File: src/design/ssg_pkg.sv
`default_nettype none
// ----------------------------------------------------------------------------
// ssg_pkg
// Shared types, constants and tables for the spatial source gain block.
// ----------------------------------------------------------------------------
package ssg_pkg;

    // Field widths.
    localparam int CW   = 24;          // coordinate width, Q15.8
    localparam int DW   = 25;          // coordinate difference width
    localparam int SW   = 50;          // sum of squares width
    localparam int VW   = 16;          // volume width, Q4.12
    localparam int MW   = 24;          // max distance width, Q16.8
    localparam int GW   = 16;          // gain width, Q1.15
    localparam int LW   = 16;          // level difference / angle width
    localparam int XW   = 28;          // CORDIC vector width
    localparam int RTW  = 26;          // square root width
    localparam int RMW  = 29;          // square root remainder width
    localparam int NW   = 31;          // division numerator width
    localparam int QW   = 16;          // division quotient width
    localparam int CNTW = 4;           // sequencer counter width
    localparam int IW   = 2;           // configuration index width

    // Sequencer lengths.
    localparam int CORDIC_STEPS = 14;
    localparam int ROOT_CYCLES  = 13;  // two root bits per cycle
    localparam int DIV_CYCLES   = 8;   // two quotient bits per cycle

    // Arithmetic constants.
    localparam logic [GW-1:0]   GAIN_ONE  = 16'd32768;
    localparam logic signed [LW-1:0] LD_POS = 16'sd16384;
    localparam logic signed [LW-1:0] LD_NEG = -16'sd16384;
    localparam logic [RTW-1:0]  DEN_BIAS  = 26'd2560;
    localparam logic [NW-1:0]   NUM_SCALE = 31'd20480;
    localparam logic [22:0]     AUD_SCALE = 23'd125;

    // Configuration register indexes.
    localparam logic [IW-1:0] REG_LISTENER_X = 2'd0;
    localparam logic [IW-1:0] REG_LISTENER_Y = 2'd1;
    localparam logic [IW-1:0] REG_LISTENER_Z = 2'd2;

    // One classified source waiting for the back end.
    typedef struct packed {
        logic [SW-1:0]          sum_sq;
        logic                   in_range;
        logic signed [DW-1:0]   dx;
        logic signed [DW-1:0]   dz;
        logic [VW-1:0]          volume;
    } t_job;

    typedef enum logic [2:0] {
        ST_IDLE,
        ST_ROOT,
        ST_DIV,
        ST_GAIN,
        ST_DONE
    } t_state;

    // Arctangent table in units of pi/32768.
    function automatic logic signed [LW-1:0] atan_entry(input logic [CNTW-1:0] idx);
        logic signed [LW-1:0] v;
        case (idx)
            4'd0:    v = 16'sd8192;
            4'd1:    v = 16'sd4836;
            4'd2:    v = 16'sd2555;
            4'd3:    v = 16'sd1297;
            4'd4:    v = 16'sd651;
            4'd5:    v = 16'sd326;
            4'd6:    v = 16'sd163;
            4'd7:    v = 16'sd81;
            4'd8:    v = 16'sd41;
            4'd9:    v = 16'sd20;
            4'd10:   v = 16'sd10;
            4'd11:   v = 16'sd5;
            4'd12:   v = 16'sd3;
            4'd13:   v = 16'sd1;
            default: v = 16'sd0;
        endcase
        return v;
    endfunction

endpackage
`default_nettype wire

File: src/design/ssg_back.sv
`default_nettype none
// ----------------------------------------------------------------------------
// ssg_back
// Works one source at a time: square root and CORDIC angle side by side, then
// the attenuation divide, then the two gain products into the output register.
// ----------------------------------------------------------------------------
module ssg_back (
    input  wire logic                       i_clk,
    input  wire logic                       i_rst_n,
    input  wire logic                       i_job_valid,
    input  wire ssg_pkg::t_job              i_job,
    output logic                            o_pop,
    output logic                            o_valid,
    input  wire logic                       i_stall,
    output logic [ssg_pkg::GW-1:0]          o_left_gain,
    output logic [ssg_pkg::GW-1:0]          o_right_gain,
    output logic                            o_audible
);
    import ssg_pkg::*;

    t_state                 r_state, n_state;
    logic [CNTW-1:0]        r_cnt, n_cnt;

    // Job fields.
    logic                   r_in_range;
    logic [VW-1:0]          r_vol;
    logic [NW-1:0]          r_num;
    logic                   r_dz_pos, r_dz_zero, r_dx_neg, r_dx_zero;

    // Square root.
    logic [2*RTW-1:0]       r_rad;
    logic [RMW-1:0]         r_rrem;
    logic [RTW-1:0]         r_root;

    // CORDIC.
    logic signed [XW-1:0]   r_cx, r_cy;
    logic signed [LW-1:0]   r_cz;
    logic signed [LW-1:0]   r_ld;

    // Divide.
    logic [RTW-1:0]         r_den;
    logic [RTW-1:0]         r_drem;
    logic [QW-1:0]          r_dlow;
    logic [QW-1:0]          r_quo;
    logic                   r_sat;
    logic                   r_aud;

    // Gain products.
    logic [2*GW-1:0]        r_lprod, r_rprod;

    // Output register.
    logic                   r_out_valid;
    logic [GW-1:0]          r_out_left, r_out_right;
    logic                   r_out_aud;

    logic                   w_out_free;

    logic [RMW-1:0]         w_rem0, w_rem1, w_tr0, w_tr1, w_rem_a, w_rem_b;
    logic                   w_ge0, w_ge1;
    logic [RTW-1:0]         w_root_a, w_root_b;

    logic signed [XW-1:0]   w_xs, w_ys;
    logic signed [LW-1:0]   w_atan;

    logic [RTW-1:0]         w_den;
    logic [NW-1:0]          w_num;

    logic [RTW:0]           w_dt0, w_dt1;
    logic                   w_dge0, w_dge1;
    logic [RTW-1:0]         w_drem_a, w_drem_b;

    logic signed [LW-1:0]   w_ld;
    logic [GW-1:0]          w_att, w_lside, w_rside;

    assign w_out_free = !r_out_valid || !i_stall;
    assign w_num      = NW'({{(NW-VW){1'b0}}, i_job.volume} * NUM_SCALE);

    // Two square root digits per cycle.
    always_comb begin
        w_rem0   = {r_rrem[RMW-3:0], r_rad[2*RTW-1 -: 2]};
        w_tr0    = {1'b0, r_root, 2'b01};
        w_ge0    = (w_rem0 >= w_tr0);
        w_rem_a  = w_ge0 ? (w_rem0 - w_tr0) : w_rem0;
        w_root_a = {r_root[RTW-2:0], w_ge0};
        w_rem1   = {w_rem_a[RMW-3:0], r_rad[2*RTW-3 -: 2]};
        w_tr1    = {1'b0, w_root_a, 2'b01};
        w_ge1    = (w_rem1 >= w_tr1);
        w_rem_b  = w_ge1 ? (w_rem1 - w_tr1) : w_rem1;
        w_root_b = {w_root_a[RTW-2:0], w_ge1};
    end

    // One CORDIC rotation per cycle; arithmetic shifts round toward minus infinity.
    assign w_xs   = r_cx >>> r_cnt;
    assign w_ys   = r_cy >>> r_cnt;
    assign w_atan = atan_entry(r_cnt);

    // Denominator of the attenuation from the finished root.
    assign w_den = r_root + DEN_BIAS;

    // Two quotient bits per cycle.
    always_comb begin
        w_dt0    = {r_drem, r_dlow[QW-1]};
        w_dge0   = (w_dt0 >= {1'b0, r_den});
        w_drem_a = w_dge0 ? RTW'(w_dt0 - {1'b0, r_den}) : RTW'(w_dt0);
        w_dt1    = {w_drem_a, r_dlow[QW-2]};
        w_dge1   = (w_dt1 >= {1'b0, r_den});
        w_drem_b = w_dge1 ? RTW'(w_dt1 - {1'b0, r_den}) : RTW'(w_dt1);
    end

    // Level difference from the angle and the special quadrants.
    always_comb begin
        if (r_dz_pos) begin
            if (r_cz > LD_POS) begin
                w_ld = LD_POS;
            end else if (r_cz < LD_NEG) begin
                w_ld = LD_NEG;
            end else begin
                w_ld = r_cz;
            end
        end else if (r_dz_zero && r_dx_zero) begin
            w_ld = '0;
        end else begin
            w_ld = r_dx_neg ? LD_NEG : LD_POS;
        end
    end

    // Attenuation and side gains.
    always_comb begin
        w_att   = r_sat ? GAIN_ONE : r_quo;
        w_lside = r_ld[LW-1] ? GAIN_ONE : GW'(GAIN_ONE - unsigned'(r_ld));
        w_rside = r_ld[LW-1] ? GW'(GAIN_ONE + unsigned'(r_ld)) : GAIN_ONE;
    end

    // Sequencer next state.
    always_comb begin
        n_state = r_state;
        n_cnt   = r_cnt;
        o_pop   = 1'b0;
        case (r_state)
            ST_IDLE: begin
                if (i_job_valid) begin
                    o_pop   = 1'b1;
                    n_state = ST_ROOT;
                    n_cnt   = '0;
                end
            end
            ST_ROOT: begin
                if (r_cnt == CNTW'(CORDIC_STEPS - 1)) begin
                    n_state = ST_DIV;
                    n_cnt   = '0;
                end else begin
                    n_cnt = r_cnt + CNTW'(1);
                end
            end
            ST_DIV: begin
                if (r_cnt == CNTW'(DIV_CYCLES - 1)) begin
                    n_state = ST_GAIN;
                    n_cnt   = '0;
                end else begin
                    n_cnt = r_cnt + CNTW'(1);
                end
            end
            ST_GAIN: begin
                n_state = ST_DONE;
            end
            ST_DONE: begin
                if (w_out_free) begin
                    n_state = ST_IDLE;
                end
            end
            default: begin
                n_state = ST_IDLE;
            end
        endcase
    end

    always_ff @(posedge i_clk) begin
        if (!i_rst_n) begin
            r_state <= ST_IDLE;
            r_cnt   <= '0;
        end else begin
            r_state <= n_state;
            r_cnt   <= n_cnt;
        end
    end

    // Datapath registers.
    always_ff @(posedge i_clk) begin
        case (r_state)
            ST_IDLE: begin
                if (i_job_valid) begin
                    r_in_range <= i_job.in_range;
                    r_vol      <= i_job.volume;
                    r_num      <= w_num;
                    r_dz_pos   <= !i_job.dz[DW-1] && (i_job.dz != '0);
                    r_dz_zero  <= (i_job.dz == '0);
                    r_dx_neg   <= i_job.dx[DW-1];
                    r_dx_zero  <= (i_job.dx == '0);
                    r_rad      <= {{(2*RTW-SW){1'b0}}, i_job.sum_sq};
                    r_rrem     <= '0;
                    r_root     <= '0;
                    r_cx       <= XW'(i_job.dz);
                    r_cy       <= XW'(i_job.dx);
                    r_cz       <= '0;
                end
            end
            ST_ROOT: begin
                if (r_cnt < CNTW'(ROOT_CYCLES)) begin
                    r_rrem <= w_rem_b;
                    r_root <= w_root_b;
                    r_rad  <= {r_rad[2*RTW-5:0], 4'd0};
                end
                if (!r_cy[XW-1]) begin
                    r_cx <= r_cx + w_ys;
                    r_cy <= r_cy - w_xs;
                    r_cz <= r_cz + w_atan;
                end else begin
                    r_cx <= r_cx - w_ys;
                    r_cy <= r_cy + w_xs;
                    r_cz <= r_cz - w_atan;
                end
                // The root is final in the last step: set up the divide.
                if (r_cnt == CNTW'(CORDIC_STEPS - 1)) begin
                    r_den  <= w_den;
                    r_sat  <= ({{(RTW+QW-1-NW){1'b0}}, r_num} >= {w_den, {(QW-1){1'b0}}});
                    r_aud  <= r_in_range
                           && ({4'd0, {7'd0, r_vol} * AUD_SCALE} > {w_den, 1'b0});
                    r_drem <= RTW'(r_num[NW-1:QW]);
                    r_dlow <= r_num[QW-1:0];
                    r_quo  <= '0;
                end
            end
            ST_DIV: begin
                r_drem <= w_drem_b;
                r_dlow <= {r_dlow[QW-3:0], 2'b00};
                r_quo  <= {r_quo[QW-3:0], w_dge0, w_dge1};
                r_ld   <= w_ld;
            end
            ST_GAIN: begin
                r_lprod <= w_att * w_lside;
                r_rprod <= w_att * w_rside;
            end
            default: begin
            end
        endcase
    end

    // Output register: a finished result waits here while the next source runs.
    always_ff @(posedge i_clk) begin
        if (!i_rst_n) begin
            r_out_valid <= 1'b0;
        end else if (r_state == ST_DONE && w_out_free) begin
            r_out_valid <= 1'b1;
        end else if (!i_stall) begin
            r_out_valid <= 1'b0;
        end
    end

    always_ff @(posedge i_clk) begin
        if (r_state == ST_DONE && w_out_free) begin
            r_out_aud   <= r_aud;
            r_out_left  <= r_aud ? r_lprod[2*GW-2 -: GW] : '0;
            r_out_right <= r_aud ? r_rprod[2*GW-2 -: GW] : '0;
        end
    end

    assign o_valid      = r_out_valid;
    assign o_left_gain  = r_out_left;
    assign o_right_gain = r_out_right;
    assign o_audible    = r_out_aud;

    assert property (@(posedge i_clk) disable iff (!i_rst_n)
        (r_out_valid && !r_out_aud) |-> (r_out_left == '0 && r_out_right == '0))
        else $error("inaudible source with nonzero gain");

    assert property (@(posedge i_clk) disable iff (!i_rst_n)
        r_out_valid |-> (r_out_left <= GAIN_ONE && r_out_right <= GAIN_ONE))
        else $error("gain above unity");

    assert property (@(posedge i_clk) disable iff (!i_rst_n)
        o_pop |=> (r_state == ST_ROOT && r_cnt == '0))
        else $error("pop did not start a job");

endmodule
`default_nettype wire

File: config.mk
export PLATFORM = sky130hd
export DESIGN_NAME = ssg_back
export DESIGN_NICKNAME = d
export VERILOG_FILES = /design/src/design/ssg_pkg.sv /design/src/design/ssg_back.sv
export SDC_FILE = /design/constraint.sdc
export NUM_CORES = 2
export LEC_CHECK = 0
export BUFFER_PORTS_ARGS = -buffer_cell sky130_fd_sc_hd__buf_4
export CORE_MARGIN = 2
export CORE_UTILIZATION = 40
export CTS_CLUSTER_DIAMETER = 120
export CTS_CLUSTER_SIZE = 24
export DETAILED_ROUTE_END_ITERATION = 10
export GPL_TIMING_DRIVEN = 0
export PLACE_DENSITY = 0.6
export SLEW_MARGIN = 20
export SYNTH_ARGS = -nofsm -noshare
export SYNTH_HDL_FRONTEND = slang
export SYNTH_SLANG_ARGS = --single-unit
File: constraint.sdc
create_clock -name i_clk -period 12.2 [get_ports i_clk]
set_input_delay 3.05 -clock i_clk [delete_from_list [all_inputs] [get_ports i_clk]]
set_output_delay 3.05 -clock i_clk [all_outputs]
set_load 0.02 [all_outputs]
==> summary.md <==
| Metric | Value |
|---|---|
| Core footprint | 0.1203 mm^2 |
| Worst-margin pin slew | between 1 and 1.5 ns |
| Synth area leader | edfxtp_1 |
| Dpl hpwl | 117,000 um |
| Post-layout min period | 9.583 ns |
| Synthesis Warnings | 0 |
| Reg clk slew, reported paths | roughly 0.1 ns |
| Die span in x | 352.7 um |
| Hold Fails Final Rpt | 0 |
| CTS tree | yes |
| CP Buf/Inv Count | 7 |
| Pin count of the biggest net entering global routing | between 40 and 50 |
| Worst skew pair latency | about 0.7 ns |
| Final max-slew violation count | 0 |
| Post-CTS setup buffers | 0 |
| Synth Flop Type | edfxtp_1 |
| Setup TNS | 0 ns |
| Final wirelength | 144,300 um |
| Final #Nets | roughly 6.6k |
| DR vias/cell | 5.445 |
| Die Area | 0.1244 mm^2 |
| Req. time, crit path | 12.59 ns |
| Worst path most repeated cell | fa_1 |
| Hold WC Path Type | flop to flop |
| Fill count | approximately 12k |
| Hold_buf cts | 0 |
| First-pass GRT wire length | 226,200 um |
| Final Setup Violations | 0 |
| TritonRoute pass-1 iters | 5 |
| Delay-heaviest family, CP | compound AO/OA/AOI/OAI gates |
| Layout cells sized above 1 | 6.691% |
| Area Overhead vs Synth | 9.273% |
| Hold slack final | between 0.4 and 0.5 ns |
| Arrival time worst endpoint | 9.98 ns |
| Number of global-route vias before repair | 39.39k |
| Synthesized Nets | 6,380 |
| Pwr Density | 151.8 mW/mm^2 |
| Drc violations | 0 |
| Post-synth top area share | between 20% and 30% |
| # H-tree levels | 1 |
| Cell count after synthesis | 5,312 |
| # resized after CTS | 0 |
| CTS Buf Count | 27 |
| CP peak stage delay | about 0.80 ns |
| Routability congestion estimate | 0.9796 |
| Skew final | 0.03192 ns |
| FF+latch count, synth | 392 |
| Io pins | 156 |
| I/O Buffers | 155 |
| WS Path Type | flop to flop |
| Seq/Total Area, Yosys | 23.75% |
| Iteration-0 DRC Markers | 2,994 |
| Power Total | 8.066 mW |
| Initial antenna violation count | 3 |
| RSZ-0062 raised after global routing | no |
| EDFF count, synth | 370 |
| Final ANT Viol Nets | 0 |
| Mapped Avg Cell Area | 9.154 um^2 |
| Slowest-stage cell, CP | o41ai_1 |
| Final Cycle Share | 78.55% |
| Aggregate global routing overflow | 0 |
| Cell Area, Synth | 0.04863 mm^2 |
| P_leak | 23.90 nW |
| Rel. slew slack | 28.19% |
| Gr usage total | 23.02% |
| Vias | approximately 40k |
| Starting Density | 40.43% |
| Worst Path Max Fanout | 10 |
| Commonest cells in the netlist | inv_1, nand2_1, ha_1, nor2_1, fa_1 |
| Max VDD drop | around 0.00017 V |
| Count leader, synth | inv_1 |
| Crit end category | flop |
| Fmax | 0.1044 GHz |
| Max-cap violations | 0 |
| CTS max path bufs | 3 |
| Status | complete, no violations |
| Root Driver | clkbuf_16 |
| Critical Path Start Type | flop |
| FP Rows | around 130 |
| Synth top area cells | edfxtp_1, fa_1, ha_1, inv_1, nand2_1 |
| Die H | 352.7 um |
| WL/cell | 20.20 um |
| Synth cell types | 91 |
| Share of flip-flops with an asynchronous set or reset | 0% |
| ANT cells | 0 |
| Sink Count | roughly 390 |
==> kinds of logic (layout without fill, tap and decap cells) <==
| logic type | after synthesis | after routing | synth area share, % |
|---|---|---|---|
| adder cells (fa/ha/maj) | 947 | 947 | 31.22 |
| flip-flops | 392 | 392 | 23.75 |
| multiplexers | 153 | 153 | 5.138 |
| AO/OA/AOI/OAI | 849 | 849 | 10.93 |
| AND/OR/NAND/NOR | 1738 | 1738 | 16.28 |
| buffers and inverters | 939 | 1157 | 7.390 |
| XOR/XNOR | 294 | 294 | 5.295 |
==> area by class of cell <==
class                           instances  area (um^2)  area share [%]
Buffer                                196        805.8           1.516
Clock buffer                           36        719.4           1.354
Clock inverter                         14        217.7          0.4097
Inverter                              743         2789           5.249
Multi-Input combinational cell       3981        33540           63.11
Sequential cell                       392        11550           21.74
Tap cell                             1612         2017           3.796
Timing Repair Buffer                  168         1501           2.826
==> sequential cells by signal, summed over array words and instances, names as in the netlist, 17 cells and up <==
name    cells
r_rad      52
r_cx       28
r_cy       28
r_rrem     27
r_den      26
r_drem     26
r_root     26
r_num      17
==> per-layer routing <==
layer | GRT usage, % | vias to the layer above | wire length [um]
met3 | 2.686 | 227 | 8649
met5 | 0 | - | 11
met2 | 39.41 | 1256 | 68980
met1 | 30.72 | 19154 | 62170
met4 | 6.265 | 2 | 4469
li1 | - | 18247 | -
==> through the flow <==
| stage | worst slack, ns | utilization (%) | instances | area, um^2 |
|---|---|---|---|---|
| final | 2.617 | 44.17 | 7142 | 53140 |
| after global routing | 2.094 | 44.17 | 7142 | 53140 |
| after CTS | 2.558 | 44.17 | 7142 | 53140 |
| after detailed placement | 2.592 | 43.40 | 7092 | 52200 |
| after global placement | -1.717 | 43.07 | 7079 | 51810 |
| after floorplan | 2.405 | - | 5312 | 48630 |
==> layout by cell type (no fill, tap or decap), types with 15 or more instances in the layout <==
cell type	count
nand2b_1	59
nand2_1	669
clkbuf_1	165
buf_1	15
and3_1	35
mux2_2	29
xnor2_1	197
o21a_1	39
nor4_1	32
nand4_1	31
buf_4	155
dfxtp_1	22
nor3_1	84
edfxtp_1	370
mux4_2	64
nand3_1	73
a211oi_1	27
xor2_1	97
nor2_1	487
nor2b_1	67
ha_1	503
a21oi_1	242
inv_1	742
o22ai_1	16
or2_2	17
a31oi_1	35
fa_1	444
and2_1	93
buf_2	18
clkbuf_16	27
o31ai_1	22
o21ai_0	212
a21o_1	91
o21bai_1	31
or3_1	25
mux2i_1	52
==> path summary, 6_finish.rpt <==
| path | start | slack [ns] | depth (start not counted) | to |
|---|---|---|---|---|
| setup / recovery | r_sat | 2.62 | 27 | r_rprod[30] |
| hold / removal | r_root[2] | 0.46 | 0 | r_den[2] |
| setup reg to reg | r_sat | 2.62 | 27 | r_rprod[30] |
| hold reg to reg | r_root[2] | 0.46 | 0 | r_den[2] |
==> power by group <==
group	switching, mW	total (mW)	internal [mW]
combinational	3.00	5.17	2.17
clock	0.593	1.05	0.452
sequential	0.146	1.85	1.70
No activity file was read; power rests on OpenSTA's default activity.
