<file path="src/design/ssg_pkg.sv">
`default_nettype none
// ----------------------------------------------------------------------------
// ssg_pkg
// Shared types, constants and tables for the spatial source gain block.
// ----------------------------------------------------------------------------
package ssg_pkg;

    // Field widths.
    localparam int CW   = 24;          // coordinate width, Q15.8
    localparam int DW   = 25;          // coordinate difference width
    localparam int SW   = 50;          // sum of squares width
    localparam int VW   = 16;          // volume width, Q4.12
    localparam int MW   = 24;          // max distance width, Q16.8
    localparam int GW   = 16;          // gain width, Q1.15
    localparam int LW   = 16;          // level difference / angle width
    localparam int XW   = 28;          // CORDIC vector width
    localparam int RTW  = 26;          // square root width
    localparam int RMW  = 29;          // square root remainder width
    localparam int NW   = 31;          // division numerator width
    localparam int QW   = 16;          // division quotient width
    localparam int CNTW = 4;           // sequencer counter width
    localparam int IW   = 2;           // configuration index width

    // Sequencer lengths.
    localparam int CORDIC_STEPS = 14;
    localparam int ROOT_CYCLES  = 13;  // two root bits per cycle
    localparam int DIV_CYCLES   = 8;   // two quotient bits per cycle

    // Arithmetic constants.
    localparam logic [GW-1:0]   GAIN_ONE  = 16'd32768;
    localparam logic signed [LW-1:0] LD_POS = 16'sd16384;
    localparam logic signed [LW-1:0] LD_NEG = -16'sd16384;
    localparam logic [RTW-1:0]  DEN_BIAS  = 26'd2560;
    localparam logic [NW-1:0]   NUM_SCALE = 31'd20480;
    localparam logic [22:0]     AUD_SCALE = 23'd125;

    // Configuration register indexes.
    localparam logic [IW-1:0] REG_LISTENER_X = 2'd0;
    localparam logic [IW-1:0] REG_LISTENER_Y = 2'd1;
    localparam logic [IW-1:0] REG_LISTENER_Z = 2'd2;

    // One classified source waiting for the back end.
    typedef struct packed {
        logic [SW-1:0]          sum_sq;
        logic                   in_range;
        logic signed [DW-1:0]   dx;
        logic signed [DW-1:0]   dz;
        logic [VW-1:0]          volume;
    } t_job;

    typedef enum logic [2:0] {
        ST_IDLE,
        ST_ROOT,
        ST_DIV,
        ST_GAIN,
        ST_DONE
    } t_state;

    // Arctangent table in units of pi/32768.
    function automatic logic signed [LW-1:0] atan_entry(input logic [CNTW-1:0] idx);
        logic signed [LW-1:0] v;
        case (idx)
            4'd0:    v = 16'sd8192;
            4'd1:    v = 16'sd4836;
            4'd2:    v = 16'sd2555;
            4'd3:    v = 16'sd1297;
            4'd4:    v = 16'sd651;
            4'd5:    v = 16'sd326;
            4'd6:    v = 16'sd163;
            4'd7:    v = 16'sd81;
            4'd8:    v = 16'sd41;
            4'd9:    v = 16'sd20;
            4'd10:   v = 16'sd10;
            4'd11:   v = 16'sd5;
            4'd12:   v = 16'sd3;
            4'd13:   v = 16'sd1;
            default: v = 16'sd0;
        endcase
        return v;
    endfunction

endpackage
`default_nettype wire

</file>
<file path="src/design/ssg_queue.sv">
`default_nettype none
// ----------------------------------------------------------------------------
// ssg_queue
// Short first-in first-out queue of classified sources between front and back.
// ----------------------------------------------------------------------------
module ssg_queue #(
    parameter int DEPTH = 4
) (
    input  wire logic           i_clk,
    input  wire logic           i_rst_n,
    input  wire logic           i_push,
    input  wire ssg_pkg::t_job  i_job,
    input  wire logic           i_pop,
    output logic                o_valid,
    output ssg_pkg::t_job       o_job
);
    import ssg_pkg::*;

    localparam int AW = (DEPTH > 1) ? $clog2(DEPTH) : 1;
    localparam int CNW = $clog2(DEPTH + 1);

    t_job               r_mem [DEPTH];
    logic [AW-1:0]      r_wr, r_rd;
    logic [CNW-1:0]     r_count;

    assign o_valid = (r_count != '0);
    assign o_job   = r_mem[r_rd];

    // Storage write.
    always_ff @(posedge i_clk) begin
        if (i_push) begin
            r_mem[r_wr] <= i_job;
        end
    end

    // Pointers and fill level.
    always_ff @(posedge i_clk) begin
        if (!i_rst_n) begin
            r_wr    <= '0;
            r_rd    <= '0;
            r_count <= '0;
        end else begin
            if (i_push) begin
                r_wr <= (r_wr == AW'(DEPTH - 1)) ? '0 : r_wr + AW'(1);
            end
            if (i_pop) begin
                r_rd <= (r_rd == AW'(DEPTH - 1)) ? '0 : r_rd + AW'(1);
            end
            if (i_push && !i_pop) begin
                r_count <= r_count + CNW'(1);
            end else if (!i_push && i_pop) begin
                r_count <= r_count - CNW'(1);
            end
        end
    end

    assert property (@(posedge i_clk) disable iff (!i_rst_n)
        (r_count == CNW'(DEPTH)) |-> (!i_push || i_pop))
        else $error("queue overflow");

    assert property (@(posedge i_clk) disable iff (!i_rst_n)
        i_pop |-> o_valid)
        else $error("queue underflow");

endmodule
`default_nettype wire

</file>
<file path="config.mk">
export PLATFORM = sky130hd
export DESIGN_NAME = ssg_queue
export DESIGN_NICKNAME = d
export VERILOG_FILES = /design/src/design/ssg_pkg.sv /design/src/design/ssg_queue.sv
export SDC_FILE = /design/constraint.sdc
export NUM_CORES = 1
export LEC_CHECK = 0
export BUFFER_PORTS_ARGS = -buffer_cell sky130_fd_sc_hd__buf_2
export CAP_MARGIN = 20
export CORE_UTILIZATION = 45
export CTS_CLUSTER_DIAMETER = 30
export CTS_CLUSTER_SIZE = 20
export DETAILED_ROUTE_END_ITERATION = 10
export PLACE_DENSITY_LB_ADDON = 0.05
export SYNTH_ARGS = -nofsm -noshare
export SYNTH_HDL_FRONTEND = slang
export SYNTH_SLANG_ARGS = --single-unit
</file>
<file path="constraint.sdc">
create_clock -name i_clk -period 3.76 [get_ports i_clk]
set_input_delay 0 -clock i_clk [delete_from_list [all_inputs] [get_ports i_clk]]
set_output_delay 0 -clock i_clk [all_outputs]
set_load 0.01 [all_outputs]
</file>
==> impl_metrics.yaml, run 1 <==
sta:
  whs_ns: 0.1662
  setup_viol: 0
  relSlewSlack_pct: 44.56
  clock.fmax_mhz: 396.1
  finalHoldViolCount: 0
  tightest_slew_ns: 0.8317
  fin_crit_sh_pct: 67.15
  finalMaxSlewViolations: 0
  fin_tns_setup_ns: 0
  rsz0062_at_grt: "no"
  period_needed_ns: 2.525
  skew_ns: 0.01319
floorplanning:
  num_rows: 71
  dieArea_mm2: 0.03922
  ios: 239
  fp.dieH_um: 198.0
  die_x_um: 198.0
  start_util_pct: 45.81
  core_region_area_mm2: 0.03776
routing:
  wl_per_cell_um: 20.80
  via_per_inst: 5.011
  drc: 0
  dr.pass1.iters: 4
  drtIter0Drc: 314
  routed-via-count: 8409
  wirelength_um: 34910
  ant_nets: 0
clocking:
  clkTransAtPathRegs_ns: 0.05
  tritoncts: "done"
  cts_root_buf: "clkbuf_16"
  ctsResizeCount: 0
  clk_latency_ns: 0.59
  clock-sinks: 477
  cts_buffer_depth: 3
  cts_max_level: 3
  cts_buffers: 91
global_route:
  antenna_found_initial: 0
  grt_pass1_wl_um: 52630
  gr-total-overflow: 0
  grt_pass1_vias: 9285
  grtUsageTotal_pct: 18.29
  grt_max_degree: 77
yosys:
  synth.avg_cell_area_um2: 26.45
  ys_seq_area_share_pct: 82.30
  yosysUniqueCellTypes: 21
  yosysWarningCount: 0
  ys_seq_elements: 477
  netlist_area_mm2: 0.01730
  synth.net_count: 782
  syn_inst: 654
worst_setup_path:
  crit_cells: 3
  cp.required_ns: 3.76
  max_stage_delay_ns: 0.89
  reg2reg_depth: 3
  startpoint_type: "flop"
  slowest_stage: "dfxtp_4"
  cp_top_family: "flip-flops"
  critPathMaxFanout: 68
  crit_arrival_ns: 2.52
  crit_path_end_kind: "output pin"
  worst-path-buf-inv: 2
  crit_chain: "buf_12 -> mux4_2 -> buf_2"
  crit_type: "flop to output pin"
power_and_ir_drop:
  ir_worst_vdd_v: 0.0004450
  intPower_mw: 12.12
  p_per_area_mw_per_mm2: 651.5
  combPwrFrac_pct: 7.0
  seqPwrFrac_pct: 40.4
  pwr-share-clk_pct: 52.6
  power_switching_mw: 3.174
  leakage_nw: 8.154
  netSwitchingFraction_pct: 20.76
placement:
  port_buffers: 238
  gp_congestion: 0.7207
  hpwlAfterDp_um: 19810
final_layout:
  multi_input_area_mm2: 0.002902
  fillerInstances: 2704
  fin_nets: 1219
  drive_gt1_share_pct: 44.22
  seqCellArea_mm2: 0.01424
  post-route-util_pct: 62.17
  area_growth_pct: 35.72
  n_antenna_cell: 0
min_path:
  holdCritPathClass: "input port to flop"
  holdPathStages: 2
run_status:
  status: "complete, no violations"
job:
  cap_viol_max_count: 0
logic make-up (layout without fill, tap and decap cells):
family	after synthesis	after routing	synth area share, %
flops	477	477	82.30
mux	121	121	15.47
buf+inv	30	543	0.9838
simple gates	14	14	0.4846
fa+ha+maj	7	7	0.5498
compound gates	3	3	0.1158
xor+xnor	2	2	0.1013
per-layer routing:
layer | track usage, % | share of wire, % | routed length (um) | vias up
li1 | - | - | - | 3747
met1 | 22.67 | 41 | 14450 | 4364
met2 | 30.67 | 51 | 17690 | 245
met3 | 4.871 | 6.0 | 2086 | 53
met4 | 7.264 | 1.9 | 675 | 0
met5 | 0 | 0 | 0 | -
final timing paths:
check        startpoint          end  slack [ns]
min            i_job[0]  r_mem[2][0]        0.17
max reg2reg     r_wr[0]  r_mem[3][7]        1.64
max                flop     o_job[9]        1.24
min reg2reg  r_count[2]   r_count[2]        0.54
Yosys cell counts (all sizes together):
| cell type | count | area (um^2) |
|---|---|---|
| a21boi | 1 | 7.510 |
| and2 | 5 | 31.28 |
| buf | 19 | 128.9 |
| clkbuf | 7 | 26.28 |
| dfxtp | 9 | 180.2 |
| edfxtp | 468 | 14050 |
| fa | 1 | 20.02 |
| ha | 6 | 75.07 |
| inv | 4 | 15.01 |
| mux2i | 4 | 40.04 |
| mux4 | 117 | 2635 |
| nor2 | 1 | 3.750 |
| nor2b | 5 | 31.28 |
| nor3 | 1 | 5.000 |
| o21a | 1 | 7.510 |
| o21ai | 1 | 5.000 |
| or3 | 2 | 12.51 |
| xnor2 | 1 | 8.760 |
| xor2 | 1 | 8.760 |
stage by stage:
step | setup WS, ns | power (mW) | cells | instance area (um^2)
after floorplan | 0.03527 | 6.830 | 654 | 17300
after global placement | 1.652 | 7.231 | 1388 | 19150
after detailed placement | 1.634 | 7.266 | 1388 | 19150
after CTS | 1.159 | 15.46 | 1678 | 23470
after global routing | 1.081 | 15.79 | 1678 | 23470
final | 1.235 | 15.29 | 1678 | 23470
flip-flops by register name (all words and copies together) (netlist names), named ones only:
register,count
r_count,3
r_mem,468
r_rd,2
r_wr,2
power groups by stage:
stage	sequential (mW)	combinational (mW)	clock, mW
after global placement	6.26	0.969	0
after detailed placement	6.28	0.987	0
after global routing	6.20	1.16	8.43
final	6.18	1.07	8.04
after CTS	6.18	1.10	8.18
after floorplan	6.27	0.564	0
area by class of cell:
| cell class | instances | share of cell area [%] |
|---|---|---|
| Sequential cell | 477 | 60.67 |
| Multi-Input combinational cell | 147 | 12.36 |
| Timing Repair Buffer | 370 | 10.91 |
| Clock buffer | 111 | 10.38 |
| Clock inverter | 58 | 2.889 |
| Tap cell | 511 | 2.724 |
| Inverter | 4 | 0.06397 |
what timing repair did:
item | in CTS | in global routing
hold endpoints to repair | 477 | 0
buffers inserted | 0 | 0
hold buffers | 121 | 0
placed cells by master (no fill, tap or decap), drive strengths merged:
cell type / count
edfxtp: 468
buf: 249
dlygate4sd3: 121
mux4: 117
clkbuf: 111
clkinv: 29
bufinv: 13
clkinvlp: 13
dfxtp: 9
inv: 7
ha: 6
nor2b: 5
and2: 5
mux2i: 4
or3: 2
xnor2: 1
nor2: 1
nor3: 1
o21a: 1
xor2: 1
o21ai: 1
a21boi: 1
fa: 1
worst reg2reg max path, delay by kind of cell, from the launching register on:
| kind | cells | cell delay (ns) |
|---|---|---|
| flip-flops | 1 | 0.40 |
| adder cells (fa/ha/maj) | 1 | 0.20 |
| AND/OR/NAND/NOR | 1 | 0.58 |
| buffers and inverters | 1 | 0.42 |
Note: power is estimated with default switching activity, not from simulation.
==> run 2, diff against run 1 <==
- clock period: 3.76 -> 2.18 ns (I/O delays scaled with it)
==> run 2 against run 1 <==
Core utilization increased by 0.21 points; non-clock buffer count increased by 10; via count up 1.7%; clock-buffer cell count fell by 6; hold slack improved by 0.0082 ns; combinational power up 84%; largest cell class unchanged; design area up 0.33%; wire length is 0.88% higher; clock power grew 63%.
==> impl_metrics.yaml, run 2 (synthesized netlist as in run 1, its figures left out) <==
worst_setup_path:
  crit_arrival_ns: 2.12
  critPathMaxFanout: 20
  cp.required_ns: 2.18
  startpoint_type: "flop"
  regToRegSetupSlack_ns: 0.56
  crit_path_end_kind: "output pin"
  crit_type: "flop to output pin"
clocking:
  clkTransAtPathRegs_ns: 0.05
  tritoncts: "done"
  clk_latency_ns: 0.57
  cts_buffer_depth: 3
  cts_max_level: 3
  clock-sinks: 477
  cts_root_buf: "clkbuf_16"
  cts_buffers: 90
sta:
  finalHoldViolCount: 0
  final.setup.worst_slack_ns: 0.05874
  clock.fmax_mhz: 471.4
  rsz0062_at_grt: "yes"
  fin_crit_sh_pct: 97.31
  relSlewSlack_pct: 61.32
  fin_tns_setup_ns: 0
  setup_viol: 0
  whs_ns: 0.1743
  skew_ns: 0.01010
  period_needed_ns: 2.121
  finalMaxSlewViolations: 0
  tightest_slew_ns: 0.5803
placement:
  dp_slack_ns: 0.4642
  hpwlAfterDp_um: 20460
  port_buffers: 238
  dp_cells: 1394
  gp_congestion: 0.7110
  placed_cell_area_mm2: 0.01924
global_route:
  grt_pass1_wl_um: 53920
  grt_pass1_vias: 9607
  antenna_found_initial: 4
  gr-total-overflow: 0
  grt_max_degree: 85
  grtUsageTotal_pct: 18.63
final_layout:
  top_register: "r_mem"
  fillerInstances: 2630
  finalInstanceArea_mm2: 0.02355
  final_common_cell: "edfxtp_1"
  fin_nets: 1228
  largest_reg_flops: 468
  final_cells: 1678
  area_growth_pct: 36.16
  reg_top3: "r_mem: 468 flops, r_count: 3 flops"
  post-route-util_pct: 62.38
  mostFrequentLayoutCells: "468 x edfxtp_1, 222 x buf_2, 121 x dlygate4sd3_1, 117 x mux4_2, 92 x clkbuf_16"
  drive_gt1_share_pct: 44.21
floorplanning:
  ios: 239
  dieArea_mm2: 0.03922
  die_x_um: 198.0
  start_util_pct: 45.81
  num_rows: 71
  fp.dieH_um: 198.0
  core_region_area_mm2: 0.03776
power_and_ir_drop:
  intPower_mw: 20.35
  combPwrFrac_pct: 7.7
  seqPwrFrac_pct: 41.5
  power_switching_mw: 5.329
  pwr-share-clk_pct: 50.9
  leakage_nw: 8.192
  netSwitchingFraction_pct: 20.75
  ir_worst_vdd_v: 0.0008406
  p_per_area_mw_per_mm2: 1090
  power.total_mw: 25.68
job:
  cap_viol_max_count: 0
routing:
  via_per_inst: 5.097
  drtIter0Drc: 421
  dr.pass1.iters: 4
  drc: 0
  wirelength_um: 35220
  ant_nets: 0
  wl_per_cell_um: 20.99
  routed-via-count: 8553
min_path:
  holdCritPathClass: "input port to flop"
run_status:
  status: "complete, no violations"
## run 2: area by class of cell
class                      instances  area, um^2  area share, %
clock buffer                     105        2351          9.983
sequential                       477       14240          60.47
antenna                            2       5.005        0.02125
clock inverter                    52       571.8          2.428
timing repair buffer             380        2825          12.00
multi-input combinational        147        2902          12.32
tap                              511       639.4          2.715
inverter                           4       15.01        0.06376
## run 2: power by group through the flow
stage                     sequential [mW]  clock [mW]  combinational, mW
final                                10.7        13.1               1.97
after global routing                 10.7        13.7               2.12
after CTS                            10.7        13.3               1.97
after detailed placement             10.8           0               1.74
after global placement               10.8           0               1.71
after floorplan                      10.8           0              0.977
## run 2: worst paths after layout
path                            startpoint      endpoint  depth (start not counted)
worst max register to register     r_wr[0]  r_mem[0][87]                          4
worst max-delay path                  flop     o_job[69]                          3
worst min register to register     r_rd[1]          flop                          2
worst min-delay path             i_job[32]  r_mem[0][32]                          2
## run 2: routing by layer
metal / GRT usage [%] / vias to the layer above / routed length [um]
met1: 22.75 / 4479 / 14110
met2: 31.65 / 244 / 18290
met5: 0 / - / 27
met4: 6.776 / 4 / 723
li1: - / 3762 / -
met3: 5.297 / 64 / 2063
## run 2: critical path: stages, from the launching register on
cell and delay, ns:
dfxtp_4 0.47, bufbuf_16 0.38, mux4_2 0.52, buf_2 0.16
## run 2: timing repair
action                                  in CTS  in global routing
buffers inserted                             3                  0
gates resized for setup                      3                 16
endpoints found under the hold margin      478                  0
gates cloned                                 1                  0
endpoints found under the setup margin     107                 47
hold buffers                               121                  0
==> run 3, diff against run 2 <==
==> constraint.sdc (replaced) <==
create_clock -name i_clk -period 2.18 [get_ports i_clk]
set_input_delay 0.436 -clock i_clk [delete_from_list [all_inputs] [get_ports i_clk]]
set_output_delay 0.436 -clock i_clk [all_outputs]
set_load 0.01 [all_outputs]
==> run 3 against run 2 <==
Critical endpoint is now o_job[101]; non-clock buffer count shrank 101; setup slack lost 0.32 ns; via count shrank 5.9%; clock skew grew 0.0052 ns; the run now ends with negative setup slack left; highest routed layer unchanged; global-route usage shrank 0.37 points.
==> impl_metrics.yaml, run 3 (synthesized netlist as in run 1, its figures left out) <==
placement:
  hpwlAfterDp_um: 20240
  port_buffers: 238
  gp_congestion: 0.7147
  placed_cell_area_mm2: 0.01945
sta:
  finalHoldViolCount: 0
  finalMaxSlewViolations: 0
  period_needed_ns: 2.442
  fin_crit_sh_pct: 112.0
  relSlewSlack_pct: 59.34
  clock.fmax_mhz: 409.4
  tightest_slew_ns: 0.6099
  fin_tns_setup_ns: -25.43
  skew_ns: 0.01528
  final.setup.worst_slack_ns: -0.2624
  rsz0062_at_grt: "yes"
  setup_viol: 117
global_route:
  gr-total-overflow: 0
  antenna_found_initial: 3
  grt_pass1_vias: 8996
  grt_pass1_wl_um: 52140
  grt_max_degree: 84
  grtUsageTotal_pct: 18.25
floorplanning:
  fp.dieH_um: 198.0
  num_rows: 71
  start_util_pct: 45.81
  core_region_area_mm2: 0.03776
  die_x_um: 198.0
  ios: 239
  dieArea_mm2: 0.03922
worst_setup_path:
  startpoint_type: "flop"
  crit_arrival_ns: 2.01
  endpoint: "o_job[101]"
  cp.required_ns: 1.74
  crit_path_end_kind: "output pin"
  r2r-start: "r_wr[0]"
  reg2reg_depth: 3
  regToRegSetupSlack_ns: 0.52
  worstReg2RegEnd: "r_mem[3][70]"
  crit_type: "flop to output pin"
  critPathMaxFanout: 12
run_status:
  status: "finished, violations left"
  violations: "negative setup slack"
final_layout:
  largest_reg_flops: 468
  fin_nets: 1126
  fillerInstances: 2671
  multi_input_area_mm2: 0.002902
  top_register: "r_mem"
  drive_gt1_share_pct: 50.66
  mostFrequentLayoutCells: "468 x edfxtp_1, 173 x buf_2, 117 x mux4_2, 92 x clkbuf_16, 70 x buf_6"
  finalInstanceArea_mm2: 0.02309
  reg_top3: "r_mem: 468 flops, r_count: 3 flops"
  area_growth_pct: 33.50
  seqCellArea_mm2: 0.01424
  final_common_cell: "edfxtp_1"
min_path:
  min_from: "i_job[58]"
  holdCritPathClass: "input port to flop"
routing:
  ant_nets: 0
  wl_per_cell_um: 21.78
  wirelength_um: 34430
  via_per_inst: 5.091
  drc: 0
  dr.pass1.iters: 4
  routed-via-count: 8049
  drtIter0Drc: 391
clocking:
  clk_latency_ns: 0.59
  clock-sinks: 477
  ctsHoldBuffers: 0
  cts_buffers: 89
  cts_buffer_depth: 3
  clkTransAtPathRegs_ns: 0.05
  cts_max_level: 3
  cts_root_buf: "clkbuf_16"
  tritoncts: "done"
power_and_ir_drop:
  leakage_nw: 8.007
  power.total_mw: 26.18
  ir_worst_vdd_v: 0.0007651
  p_per_area_mw_per_mm2: 1134
job:
  cap_viol_max_count: 0
run 3: stage by stage:
| stage | cells | hold slack (ns) | setup WS [ns] | utilization (%) |
|---|---|---|---|---|
| finish | 1581 | 0.06483 | -0.2624 | 61.16 |
| global route | 1580 | 0.04214 | -0.3401 | 61.15 |
| CTS | 1576 | 0.02812 | -0.3137 | 60.39 |
| detailed placement | 1403 | 0.5176 | 0.2378 | 51.51 |
| global placement | 1403 | 0.4718 | 0.2693 | 51.51 |
| floorplan | 654 | 0.4592 | 0.3500 | - |
run 3: power by group:
part	switching, mW	internal (mW)	total (mW)
combinational	1.01	1.06	2.07
clock	4.36	9.12	13.5
sequential	0.0916	10.5	10.6
total	5.46	20.7	26.2
run 3: layout make-up:
cell class,count,share of cell area [%]
Multi-Input combinational cell,147,12.57
Inverter,4,0.06503
Antenna cell,2,0.02168
Tap cell,511,2.769
Clock inverter,65,3.073
Timing Repair Buffer,279,9.884
Sequential cell,477,61.68
Clock buffer,96,9.944
run 3: how the worst min path moves through the flow:
stage / slack [ns] / end / depth (start not counted)
after floorplan: 0.46 / r_count[2] / 2
after global routing: 0.04 / r_mem[2][24] / 1
final: 0.06 / r_mem[1][58] / 1
after global placement: 0.47 / r_count[2] / 2
after detailed placement: 0.52 / r_count[2] / 2
after CTS: 0.03 / r_mem[2][24] / 1
run 3: critical path: stages (launching register included):
cell     delay (ns)
dfxtp_4        0.37
buf_12         0.18
buf_16         0.18
mux4_2         0.54
buf_6          0.14
run 3: what timing repair did:
action,4_1_cts,5_1_grt
cloned,1,1
setup buffers,11,2
resized for setup,38,42
endpoints found under the hold margin,0,0
setup endpoints to repair,117,117
pin swaps,0,0
run 3: routing by layer:
| layer | vias up | global-route usage, % | wire length (um) |
|---|---|---|---|
| li1 | 3559 | - | - |
| met1 | 4179 | 22.22 | 13560 |
| met2 | 247 | 30.45 | 17690 |
| met3 | 60 | 5.638 | 2410 |
| met4 | 4 | 7.293 | 740 |
| met5 | - | 0 | 29 |
